## src/design/lfo_waveform_sample_hold_assert.svh

```systemverilog
// Assertion macros for the LFO waveform and sample-and-hold block.
`ifndef LFO_WAVEFORM_SAMPLE_HOLD_ASSERT_SVH
`define LFO_WAVEFORM_SAMPLE_HOLD_ASSERT_SVH
`ifndef SYNTHESIS
// Whenever the antecedent holds, the consequent holds in the same cycle.
`define LWS_ASSERT_SAME(lbl, ante, cons) \
  lbl: assert property (@(posedge clk) disable iff (!rst_n) (ante) |-> (cons)) \
    else $error("lfo_waveform_sample_hold: same-cycle check failed");
// Whenever the antecedent holds, the consequent holds in the next cycle.
`define LWS_ASSERT_NEXT(lbl, ante, cons) \
  lbl: assert property (@(posedge clk) disable iff (!rst_n) (ante) |=> (cons)) \
    else $error("lfo_waveform_sample_hold: next-cycle check failed");
`else
`define LWS_ASSERT_SAME(lbl, ante, cons)
`define LWS_ASSERT_NEXT(lbl, ante, cons)
`endif
`endif

```

## src/design/lws_pkg.sv

```systemverilog
// Types, codes and the noise step function shared by the LFO waveform block.
package lws_pkg;

  typedef enum logic [1:0] {
    WAVE_SAW    = 2'd0,
    WAVE_SQUARE = 2'd1,
    WAVE_TRI    = 2'd2,
    WAVE_SH     = 2'd3
  } wave_t;

  localparam int unsigned CYCLE_W = 16;
  localparam int unsigned PHASE_W = 8;
  localparam int unsigned AMP_W   = 8;
  localparam int unsigned PITCH_W = 9;
  localparam int unsigned DRAW_BITS = 8;

  localparam logic [AMP_W-1:0] HELD_RESET = 8'd128;

  typedef struct packed {
    logic [15:0] shift;
    logic        prior;
  } noise_t;

  // Request from the pipeline to the sample-and-hold unit.
  typedef struct packed {
    logic               take;
    logic [CYCLE_W-1:0] cycle;
  } hold_req_t;

  // One step of the noise register, with the escape from the all-zero state.
  function automatic noise_t noise_step(noise_t s);
    noise_t n;
    logic   top;
    if (s.shift == 16'd0 && !s.prior) begin
      top = 1'b1;
    end else begin
      top = s.shift[2] ^ s.prior;
    end
    n.prior = s.shift[0];
    n.shift = {top, s.shift[15:1]};
    return n;
  endfunction

endpackage

```

## src/design/lws_if.sv

```systemverilog
// Valid/ready channel interfaces for the input phase and the result codes.
interface lws_in_if;
  logic        valid;
  logic        ready;
  logic [15:0] cycle_count;
  logic [7:0]  phase_index;

  modport source (output valid, output cycle_count, output phase_index, input ready);
  modport sink   (input valid, input cycle_count, input phase_index, output ready);
endinterface

interface lws_out_if;
  logic              valid;
  logic              ready;
  logic [7:0]        amp_code;
  logic signed [8:0] pitch_code;

  modport source (output valid, output amp_code, output pitch_code, input ready);
  modport sink   (input valid, input amp_code, input pitch_code, output ready);
endinterface

```

## src/design/lfo_waveform_sample_hold.sv

```systemverilog
// Top level of the LFO waveform generator with noise sample-and-hold.
//
//   channel  direction  contents
//   in_ch    sink       cycle_count[15:0], phase_index[7:0]
//   out_ch   source     amp_code[7:0], pitch_code[8:0] signed
//   cfg_*    write      wave_select[1:0] on cfg_data when cfg_we is high
//
// One transaction is accepted per clock cycle while in_ch ready is high; it is captured in the input
// register, shaped, and loaded into the result register when that register is empty or being emptied,
// and is presented on out_ch from the result register, so it passes the input and result registers.
// Reset is synchronous (rst_n low); there is no clearing pass.
// When the result register is full and not taken, the input register holds and in_ch
// ready falls only if the input register is also full.
`include "lfo_waveform_sample_hold_assert.svh"

module lfo_waveform_sample_hold
  import lws_pkg::*;
(
  input  logic        clk,
  input  logic        rst_n,
  input  logic        cfg_we,
  input  logic [1:0]  cfg_data,
  lws_in_if.sink      in_ch,
  lws_out_if.source   out_ch
);

  // Configuration register.
  wave_t wave_r, wave_nxt;

  // Input register stage.
  logic               s1_valid_r, s1_valid_nxt;
  logic [CYCLE_W-1:0] s1_cycle_r;
  logic [PHASE_W-1:0] s1_phase_r;

  // Result register stage.
  logic                      out_valid_r, out_valid_nxt;
  logic [AMP_W-1:0]          out_amp_r;
  logic signed [PITCH_W-1:0] out_pitch_r;

  logic                      in_take;
  logic                      advance;
  hold_req_t                 hold_req;
  logic [AMP_W-1:0]          held_value;
  logic [AMP_W-1:0]          amp;
  logic signed [PITCH_W-1:0] pitch;

  // The input stage moves on whenever the result register is empty or is being emptied.
  assign advance     = s1_valid_r && (!out_valid_r || out_ch.ready);
  assign in_ch.ready = !s1_valid_r || advance;
  assign in_take     = in_ch.valid && in_ch.ready;

  // The sample-and-hold state advances only when an item in that mode leaves the input
  // stage, so draws happen in transaction order.
  assign hold_req.take  = advance && (wave_r == WAVE_SH);
  assign hold_req.cycle = s1_cycle_r;

  lws_noise_hold u_noise_hold (
    .clk        (clk),
    .rst_n      (rst_n),
    .req        (hold_req),
    .held_value (held_value)
  );

  lws_shape u_shape (
    .wave       (wave_r),
    .phase      (s1_phase_r),
    .held_value (held_value),
    .amp        (amp),
    .pitch      (pitch)
  );

  assign wave_nxt = cfg_we ? wave_t'(cfg_data) : wave_r;

  always_comb begin
    s1_valid_nxt = s1_valid_r;
    if (in_take) begin
      s1_valid_nxt = 1'b1;
    end else if (advance) begin
      s1_valid_nxt = 1'b0;
    end
  end

  always_comb begin
    out_valid_nxt = out_valid_r;
    if (advance) begin
      out_valid_nxt = 1'b1;
    end else if (out_ch.ready) begin
      out_valid_nxt = 1'b0;
    end
  end

  always_ff @(posedge clk) begin
    if (!rst_n) begin
      wave_r      <= WAVE_SAW;
      s1_valid_r  <= 1'b0;
      out_valid_r <= 1'b0;
    end else begin
      wave_r      <= wave_nxt;
      s1_valid_r  <= s1_valid_nxt;
      out_valid_r <= out_valid_nxt;
    end
  end

  // Payload registers carry no reset.
  always_ff @(posedge clk) begin
    if (in_take) begin
      s1_cycle_r <= in_ch.cycle_count;
      s1_phase_r <= in_ch.phase_index;
    end
    if (advance) begin
      out_amp_r   <= amp;
      out_pitch_r <= pitch;
    end
  end

  assign out_ch.valid      = out_valid_r;
  assign out_ch.amp_code   = out_amp_r;
  assign out_ch.pitch_code = out_pitch_r;

  // A full pipeline with a stalled output must refuse new transactions.
  `LWS_ASSERT_SAME(a_full_refuses, s1_valid_r && out_valid_r && !out_ch.ready, !in_ch.ready)
  // An item that leaves the input stage is waiting in the result register next cycle.
  `LWS_ASSERT_NEXT(a_advance_lands, advance, out_valid_r)
  // A held input item stays in the input stage while it cannot move on.
  `LWS_ASSERT_NEXT(a_stage_holds, s1_valid_r && !advance, s1_valid_r && $stable(s1_phase_r))
  // The square wave only ever produces the two extreme amplitude codes.
  `LWS_ASSERT_SAME(a_square_amp, advance && wave_r == WAVE_SQUARE,
                   amp == 8'd0 || amp == 8'd255)

endmodule

```

## src/design/lws_noise_hold.sv

```systemverilog
// Sample-and-hold state with the noise register and its eight-bit draw.
module lws_noise_hold
  import lws_pkg::*;
(
  input  logic             clk,
  input  logic             rst_n,
  input  hold_req_t        req,
  output logic [AMP_W-1:0] held_value
);

  logic [15:0]        shift_r, shift_nxt;
  logic               prior_r, prior_nxt;
  logic [CYCLE_W-1:0] last_r, last_nxt;
  logic               seen_r, seen_nxt;
  logic [AMP_W-1:0]   held_r, held_nxt;

  noise_t           st;
  logic [AMP_W-1:0] drawn;
  logic             need_draw;

  // Eight noise steps, first bit out lands in the MSB.
  always_comb begin
    st    = '{shift: shift_r, prior: prior_r};
    drawn = '0;
    for (int k = 0; k < DRAW_BITS; k++) begin
      drawn = {drawn[AMP_W-2:0], st.shift[0]};
      st    = noise_step(st);
    end
  end

  assign need_draw  = !seen_r || (req.cycle != last_r);
  assign held_value = need_draw ? drawn : held_r;

  always_comb begin
    shift_nxt = shift_r;
    prior_nxt = prior_r;
    last_nxt  = last_r;
    seen_nxt  = seen_r;
    held_nxt  = held_r;
    if (req.take && need_draw) begin
      shift_nxt = st.shift;
      prior_nxt = st.prior;
      last_nxt  = req.cycle;
      seen_nxt  = 1'b1;
      held_nxt  = drawn;
    end
  end

  always_ff @(posedge clk) begin
    if (!rst_n) begin
      shift_r <= '0;
      prior_r <= 1'b0;
      last_r  <= '0;
      seen_r  <= 1'b0;
      held_r  <= HELD_RESET;
    end else begin
      shift_r <= shift_nxt;
      prior_r <= prior_nxt;
      last_r  <= last_nxt;
      seen_r  <= seen_nxt;
      held_r  <= held_nxt;
    end
  end

endmodule

```

## src/design/lws_shape.sv

```systemverilog
// Waveform shaping: amplitude and pitch codes for each selectable wave.
module lws_shape
  import lws_pkg::*;
(
  input  wave_t                     wave,
  input  logic [PHASE_W-1:0]        phase,
  input  logic [AMP_W-1:0]          held_value,
  output logic [AMP_W-1:0]          amp,
  output logic signed [PITCH_W-1:0] pitch
);

  logic [PITCH_W-1:0] ph9;
  logic [PITCH_W-1:0] dbl;

  assign ph9 = {1'b0, phase};
  assign dbl = {phase, 1'b0};

  always_comb begin
    unique case (wave)
      WAVE_SAW: begin
        amp   = ~phase;
        pitch = phase[7] ? (ph9 - 9'd255) : ph9;
      end
      WAVE_SQUARE: begin
        amp   = phase[7] ? 8'd0 : 8'd255;
        pitch = phase[7] ? -9'sd128 : 9'sd128;
      end
      WAVE_TRI: begin
        amp = phase[7] ? {phase[6:0], 1'b0} : ~{phase[6:0], 1'b0};
        unique case (phase[7:6])
          2'b00:   pitch = dbl;
          2'b01:   pitch = 9'd255 - dbl;
          2'b10:   pitch = 9'd256 - dbl;
          default: pitch = dbl - 9'd511;
        endcase
      end
      default: begin
        amp   = held_value;
        pitch = {1'b0, held_value} - 9'd128 + {8'd0, held_value[7]};
      end
    endcase
  end

endmodule

```

## src/flat_wrapper.sv

```systemverilog
// flat-port wrapper written by rule: the top's interface ports become plain ports
module lfo_waveform_sample_hold_flat import lws_pkg::*;
  (clk, rst_n, cfg_we, cfg_data, in_ch_valid, in_ch_cycle_count, in_ch_phase_index, in_ch_ready, out_ch_valid, out_ch_amp_code, out_ch_pitch_code, out_ch_ready);
  lws_in_if in_ch_i ();
  lws_out_if out_ch_i ();
  input  logic clk;
  input  logic rst_n;
  input  logic cfg_we;
  input  logic [1:0] cfg_data;
  input wire logic [$bits(in_ch_i.valid)-1:0] in_ch_valid;
  input wire logic [$bits(in_ch_i.cycle_count)-1:0] in_ch_cycle_count;
  input wire logic [$bits(in_ch_i.phase_index)-1:0] in_ch_phase_index;
  output wire logic [$bits(in_ch_i.ready)-1:0] in_ch_ready;
  output wire logic [$bits(out_ch_i.valid)-1:0] out_ch_valid;
  output wire logic [$bits(out_ch_i.amp_code)-1:0] out_ch_amp_code;
  output wire logic [$bits(out_ch_i.pitch_code)-1:0] out_ch_pitch_code;
  input wire logic [$bits(out_ch_i.ready)-1:0] out_ch_ready;
  assign in_ch_i.valid = in_ch_valid;
  assign in_ch_i.cycle_count = in_ch_cycle_count;
  assign in_ch_i.phase_index = in_ch_phase_index;
  assign in_ch_ready = in_ch_i.ready;
  assign out_ch_valid = out_ch_i.valid;
  assign out_ch_amp_code = out_ch_i.amp_code;
  assign out_ch_pitch_code = out_ch_i.pitch_code;
  assign out_ch_i.ready = out_ch_ready;
  lfo_waveform_sample_hold u_core (.clk(clk), .rst_n(rst_n), .cfg_we(cfg_we), .cfg_data(cfg_data), .in_ch(in_ch_i), .out_ch(out_ch_i));
endmodule
```

## config.mk

```make
export PLATFORM = sky130hd
export DESIGN_NAME = lfo_waveform_sample_hold_flat
export DESIGN_NICKNAME = d
export VERILOG_FILES = /design/src/design/lws_pkg.sv /design/src/design/lws_if.sv /design/src/design/lfo_waveform_sample_hold.sv /design/src/design/lws_noise_hold.sv /design/src/design/lws_shape.sv /design/src/flat_wrapper.sv
export VERILOG_INCLUDE_DIRS = /design/src /design/src/design
export SDC_FILE = /design/constraint.sdc
export NUM_CORES = 1
export LEC_CHECK = 0
export BUFFER_PORTS_ARGS = -buffer_cell sky130_fd_sc_hd__buf_2
export CORE_AREA = 2 2 96 98
export CTS_CLUSTER_SIZE = 20
export DETAILED_ROUTE_END_ITERATION = 7
export DIE_AREA = 0 0 98 100
export GPL_ROUTABILITY_DRIVEN = 1
export PLACE_DENSITY = 0.8
export REMOVE_ABC_BUFFERS = 1
export SYNTH_ARGS = -nofsm -noshare
export SYNTH_HDL_FRONTEND = slang
export SYNTH_SLANG_ARGS = --single-unit
export TNS_END_PERCENT = 30
```

## constraint.sdc

```tcl
create_clock -name clk -period 2.79 [get_ports clk]
set_clock_uncertainty 0.15 [all_clocks]
set_input_delay 0.4185 -clock clk [delete_from_list [all_inputs] [get_ports clk]]
set_output_delay 0.4185 -clock clk [all_outputs]
set_load 0.02 [all_outputs]
```

# --- After elaboration in Yosys (flattened, before gate mapping) ---
# Cells that the tools add are included.
op_classes:
  addsub: 6
  eq_ne: 6
  mux: 20
  n_bitwise: 10
  n_reduce_logical: 38
ops:
  columns: ["operator", "n"]
  rows:
  - ["$logic_not 16->1", 8]
  - ["$pmux 9 s3", 2]
  - ["$mux 8", 3]
  - ["$pmux 8 s3", 1]
  - ["$mux 9", 2]
  - ["$sub 8x8->9 const B", 2]
  - ["$ne 16x16->1", 1]
  - ["$not 8->8", 2]
  - ["$logic_and 1x1->1", 12]
  - ["$mux 1", 12]
  - ["$logic_not 1->1", 11]
  - ["$add 9x1->9", 1]
  - ["$sub 8x9->9 const A", 1]
  - ["$sub 9x9->9 const A", 1]
  - ["$sub 9x9->9 const B", 1]
  - ["$xor 1x1->1", 8]
  - ["$eq 2x2->1 const B", 3]
  - ["$eq 2x1->1 const B", 2]
  - ["$logic_not 2->1", 2]
  - ["$reduce_bool 2->1", 2]
  - ["$logic_or 1x1->1", 3]
word_totals:
  reg_bits: 87
  input_bits: 31
  output_inout_bits: 19

# --- Logic depth before layout (Yosys ltp) ---
logic_depth:
  ltp_word: 24
  depth_mapped: 13
  depth_no_buf: 12

# --- By module ---
# Synthesis repeated with hierarchy kept, for this count alone.
unflattened:
  cells_unflattened: 562
  area_unflattened_um2: 5137.4
by_module_without_submodules:
  columns: ["module", "n_inst", "cells_each", "area_per_inst_um2", "seq_area_each_um2"]
  rows:
  - ["lws_noise_hold", 1, 330, 2666.3, 820.8]
  - ["lfo_waveform_sample_hold", 1, 57, 1405.1, 1311.3]
  - ["lws_shape", 1, 175, 1066.0, 0.0]

# --- Worst setup path after synthesis ---
# Ideal clock, no wire load.
synth_path:
  path_type: "register -> register"
  startpoint: "register u_core.s1_cycle_r[5]"
  endpoint: "register u_core.out_pitch_r[6] (netlist: u_core.out_ch.pitch_code[6]) (data pin)"
  setup_ns: 0.272
  t_arrival_ns: 2.618
  path_slack_ns: -0.250
  stages_incl_launch_ff: 14
  cell_sequence: "edfxtp_1 xor2_1 nor4_1 and3_1 and4_1 buf_2 mux2_2 ha_1 ha_1 nand3_1 nor2_1 xor2_1 mux2i_1 a22oi_1"
synth_between:
  elab_chain_cells: 6
synth_lines:
  columns: ["item", "line_no", "source"]
  rows:
  - ["start: declaration", "lfo_waveform_sample_hold.sv:32", "logic [CYCLE_W-1:0] s1_cycle_r;"]
  - ["start signal: assignment", "lfo_waveform_sample_hold.sv:107", "s1_cycle_r <= in_ch.cycle_count;"]
  - ["$ne 16x16->1 *", "lws_noise_hold.sv:31", "assign need_draw = !seen_r || (req.cycle != last_r);"]
  - ["$logic_or 1x1->1 *", "lws_noise_hold.sv:31", null]
  - ["$mux 8 *", "lws_noise_hold.sv:32", "assign held_value = need_draw ? drawn : held_r;"]
  - ["$sub 8x8->9", "lws_shape.sv:39", "pitch = {1'b0, held_value} - 9'd128 + {8'd0, held_value[7]};"]
  - ["$add 9x1->9 *", "lws_shape.sv:39", null]
  - ["$pmux 9 s3 *", "lws_shape.sv:19", "unique case (wave)"]
  - ["named net u_core.pitch[6]", "lfo_waveform_sample_hold.sv:45", "logic signed [PITCH_W-1:0] pitch;"]
  - ["end signal: assignment", "lfo_waveform_sample_hold.sv:112", "out_pitch_r <= pitch;"]
  - ["end: declaration", "lfo_waveform_sample_hold.sv:38", "logic signed [PITCH_W-1:0] out_pitch_r;"]
# The timed path passes the listed nets; every way through them passes the cells marked *.
# A chain may end at the register's enable or synchronous reset.

# --- Worst setup path after layout ---
layout_path:
  startpoint: "register u_core.s1_cycle_r[13]"
  endpoint: "register u_core.out_pitch_r[6] (netlist: u_core.out_ch.pitch_code[6]) (data pin)"
# The elaborated chain is that of the path after synthesis.

==> impl_metrics.json <==
{
  "status": "complete, but fails checks",
  "violations": "setup timing",
  "drive_gt1_frac": 0.216,
  "place.gp.congestion": 0.944,
  "r2r-start": "u_core.s1_cycle_r[13]",
  "drt-initial-drc-count": 316,
  "grt_pass1_vias": 3780,
  "fmax_mhz": 343,
  "path_max_fanout": 5,
  "fillCellCount": 764,
  "synth_top_area_frac": 0.271,
  "initial_utilization": 0.510,
  "vias": 3891,
  "setup.worst_path.end_class": "flip-flop",
  "cts_buffer_depth": 2,
  "place_area_mm2": 0.00494,
  "power_mw": 2.58,
  "insertion_delay_ns": 0.35,
  "min_period_over_period": 1.04,
  "slowest_delay_ns": 0.41,
  "grt_pass1_wl_um": 18200,
  "timing.rr.end": "u_core.out_ch.pitch_code[6]",
  "multi_input_area_mm2": 0.00224,
  "synth_edf_count": 41,
  "post-route-util": 0.588,
  "cts_max_level": 3,
  "hp-start": "in_ch_cycle_count[10]",
  "whs_ns": 0.0796,
  "groute.usage.overall": 0.230,
  "die_area_mm2": 0.00980,
  "drc": 0,
  "relSlewSlack": 0.239,
  "antenna_found_initial": 0,
  "yosys.area_share.simple": 0.153,
  "final_area_mm2": 0.00523,
  "path_clk_slew_ns": 0.10,
  "cap_viol_max_count": 0,
  "cts_buffers": 9,
  "synth_flop_cell": "dfxtp_1",
  "power.density_mw_per_mm2": 493,
  "avgViaCountPerCell": 6.04,
  "clock-sinks": 86,
  "ant_nets": 0,
  "critPathSlowestCell": "edfxtp_1",
  "synth_cell_types": 55,
  "register_area_mm2": 0.00213,
  "ys_warn_count": 0,
  "synth_compound_area_frac": 0.183,
  "synthMuxAreaShare": 0.0320,
  "rsz0062_at_grt": "true",
  "synth.area.top_cells": "edfxtp_1, dfxtp_1, xnor2_1, a21oi_1, o21ai_0",
  "die_h_um": 100,
  "rows": 35,
  "synth_xor_area_frac": 0.0849,
  "hold_path.class": "in -> reg",
  "min_period_ns": 2.91,
  "synthMostInstantiatedCell": "a21oi_1",
  "cts_hold_buf": 0,
  "wire_per_inst_um": 17.0,
  "worstPathArrival_ns": 2.86,
  "fp.dieW_um": 98,
  "drt_first_pass_iters": 4,
  "ir_drop_uv": 381,
  "fin_ws_ns": -0.122,
  "post-place-ws_ns": -0.291,
  "wirelength_um": 11000,
  "place_hpwl_um": 7400,
  "worst-setup-path-type": "reg -> reg",
  "coreArea_mm2": 0.00889,
  "start_kind": "flip-flop",
  "holdPathStages": 1,
  "r2r_slack_ns": -0.12,
  "pin_count": 50,
  "finalSetupViolCount": 7,
  "netlist_area_mm2": 0.00454,
  "port-buffer-count": 49,
  "synth_top_family_by_area": "compound AO/OA/AOI/OAI gates",
  "grt_max_degree": 42,
  "yosys.area.top_type": "edfxtp_1",
  "syn_inst": 485,
  "r2r_cells": 12,
  "avgSynthCellArea_um2": 9.35,
  "crit_path_cell_trace": "xor2_1 > nor4_1 > and3_1 > and4_4 > mux2_4 > ha_4 > ha_4 > nand3_2 > nor2_2 > xor2_1 > mux2i_1 > a22oi_1",
  "ys_ff_latch": 86,
  "worstPathRequired_ns": 2.73,
  "synthAdderAreaFrac": 0.0248,
  "layout.nets": 568,
  "leakage_nw": 1.88,
  "async_flop_share": 0,
  "cts_tree": "built",
  "area_delta_synth_final_pct": 15.3,
  "grt_overflow_total": 0,
  "clock_tree.root_cell": "clkbuf_8",
  "synthTopCellsByCount": "a21oi_1, o21ai_0, dfxtp_1",
  "final_hold_viol_count": 0,
  "maxSlewViolCount": 0,
  "worstHoldEndpoint": "u_core.s1_cycle_r[10]",
  "antenna_cells": 0,
  "worstMarginPinSlew_ns": 1.14,
  "yosysSeqAreaShare": 0.470
}
[report_power, final]
part / total (mW) / internal (mW) / switching [mW]
clock: 0.901 / 0.428 / 0.473
combinational: 0.273 / 0.110 / 0.163
sequential: 1.40 / 1.37 / 0.0296
[how the worst max path moves through the flow]
stage	start	endpoint	slack [ns]	cells after the start
3_3_place_gp	u_core.s1_cycle_r[5]	u_core.out_ch.pitch_code[6]	-0.19	12
6_report	u_core.s1_cycle_r[13]	u_core.out_ch.pitch_code[6]	-0.12	12
4_1_cts	u_core.s1_cycle_r[7]	u_core.out_ch.pitch_code[6]	-0.12	12
5_1_grt	u_core.s1_cycle_r[5]	u_core.out_ch.pitch_code[6]	-0.25	12
2_1_floorplan	u_core.s1_cycle_r[5]	u_core.out_ch.pitch_code[6]	-0.96	12
3_5_place_dp	u_core.s1_cycle_r[5]	u_core.out_ch.pitch_code[6]	-0.29	12
[layer usage]
metal / wire length [µm] / vias up / share of wire / track usage
met5: 0 / - / 0 / 0
met4: 210 / 0 / 0.019 / 0.0855
met3: 722 / 19 / 0.066 / 0.0341
met2: 5300 / 164 / 0.48 / 0.376
met1: 4730 / 1862 / 0.43 / 0.312
li1: - / 1846 / - / -
[final cells by class]
class	count	area share
sequential	86	0.408
inverter	10	0.00718
multi-input combinational	344	0.429
timing repair buffer	77	0.0909
tap	111	0.0266
clock buffer	9	0.0237
clock inverter	7	0.0153
[critical path, delay by kind of cell, from the launching register on]
family          cells  cell delay (ns)
compound gates      1             0.09
xor+xnor            2             0.29
flops               1             0.41
simple gates        5             0.89
fa+ha+maj           2             0.36
mux                 2             0.47
[cell usage in the layout, fill, tap and decap left out, types with 8 or more instances in the layout]
master | netlist | layout
buf_4 | 1 | 25
inv_1 | 8 | 8
a211oi_1 | 9 | 9
nor2_1 | 32 | 31
a21oi_1 | 53 | 53
clkbuf_8 | 0 | 9
nand2_1 | 23 | 23
edfxtp_1 | 41 | 41
dfxtp_1 | 45 | 45
xnor2_1 | 33 | 33
o21ai_0 | 49 | 48
buf_2 | 8 | 49
nand3_1 | 42 | 38
xor2_1 | 11 | 11
mux2i_1 | 10 | 10
[through the flow]
| step | instances | setup TNS, ns |
|---|---|---|
| final | 644 | -0.619 |
| after global routing | 644 | -1.60 |
| after CTS | 644 | -0.631 |
| after detailed placement | 627 | -1.48 |
| after global placement | 627 | -0.934 |
| after floorplan | 440 | -6.60 |
[sequential cells by signal, summed over array words and instances (netlist names)]
register and cells:
u_core.wave_r 2, u_core.s1_valid_r 1, u_core.s1_phase_r 8, u_core.out_ch.amp_code 8, u_core.u_noise_hold.shift_r 16, u_core.out_ch.pitch_code 9, u_core.out_ch.valid 1, u_core.u_noise_hold.seen_r 1
u_core.u_noise_hold.held_r 8, u_core.s1_cycle_r 16, u_core.u_noise_hold.last_r 16
[cell families after synthesis]
family / Yosys count
xor+xnor: 44
flops: 86
fa+ha+maj: 9
compound gates: 141
buf+inv: 55
simple gates: 136
mux: 14
[what timing repair did]
item                       4_1_cts  5_1_grt
pin swaps                       10        3
gates cloned                     0        0
setup endpoints to repair        8        8
resized for setup               16        2
buffers inserted                 1        0
No activity file was read; power rests on OpenSTA's default activity.
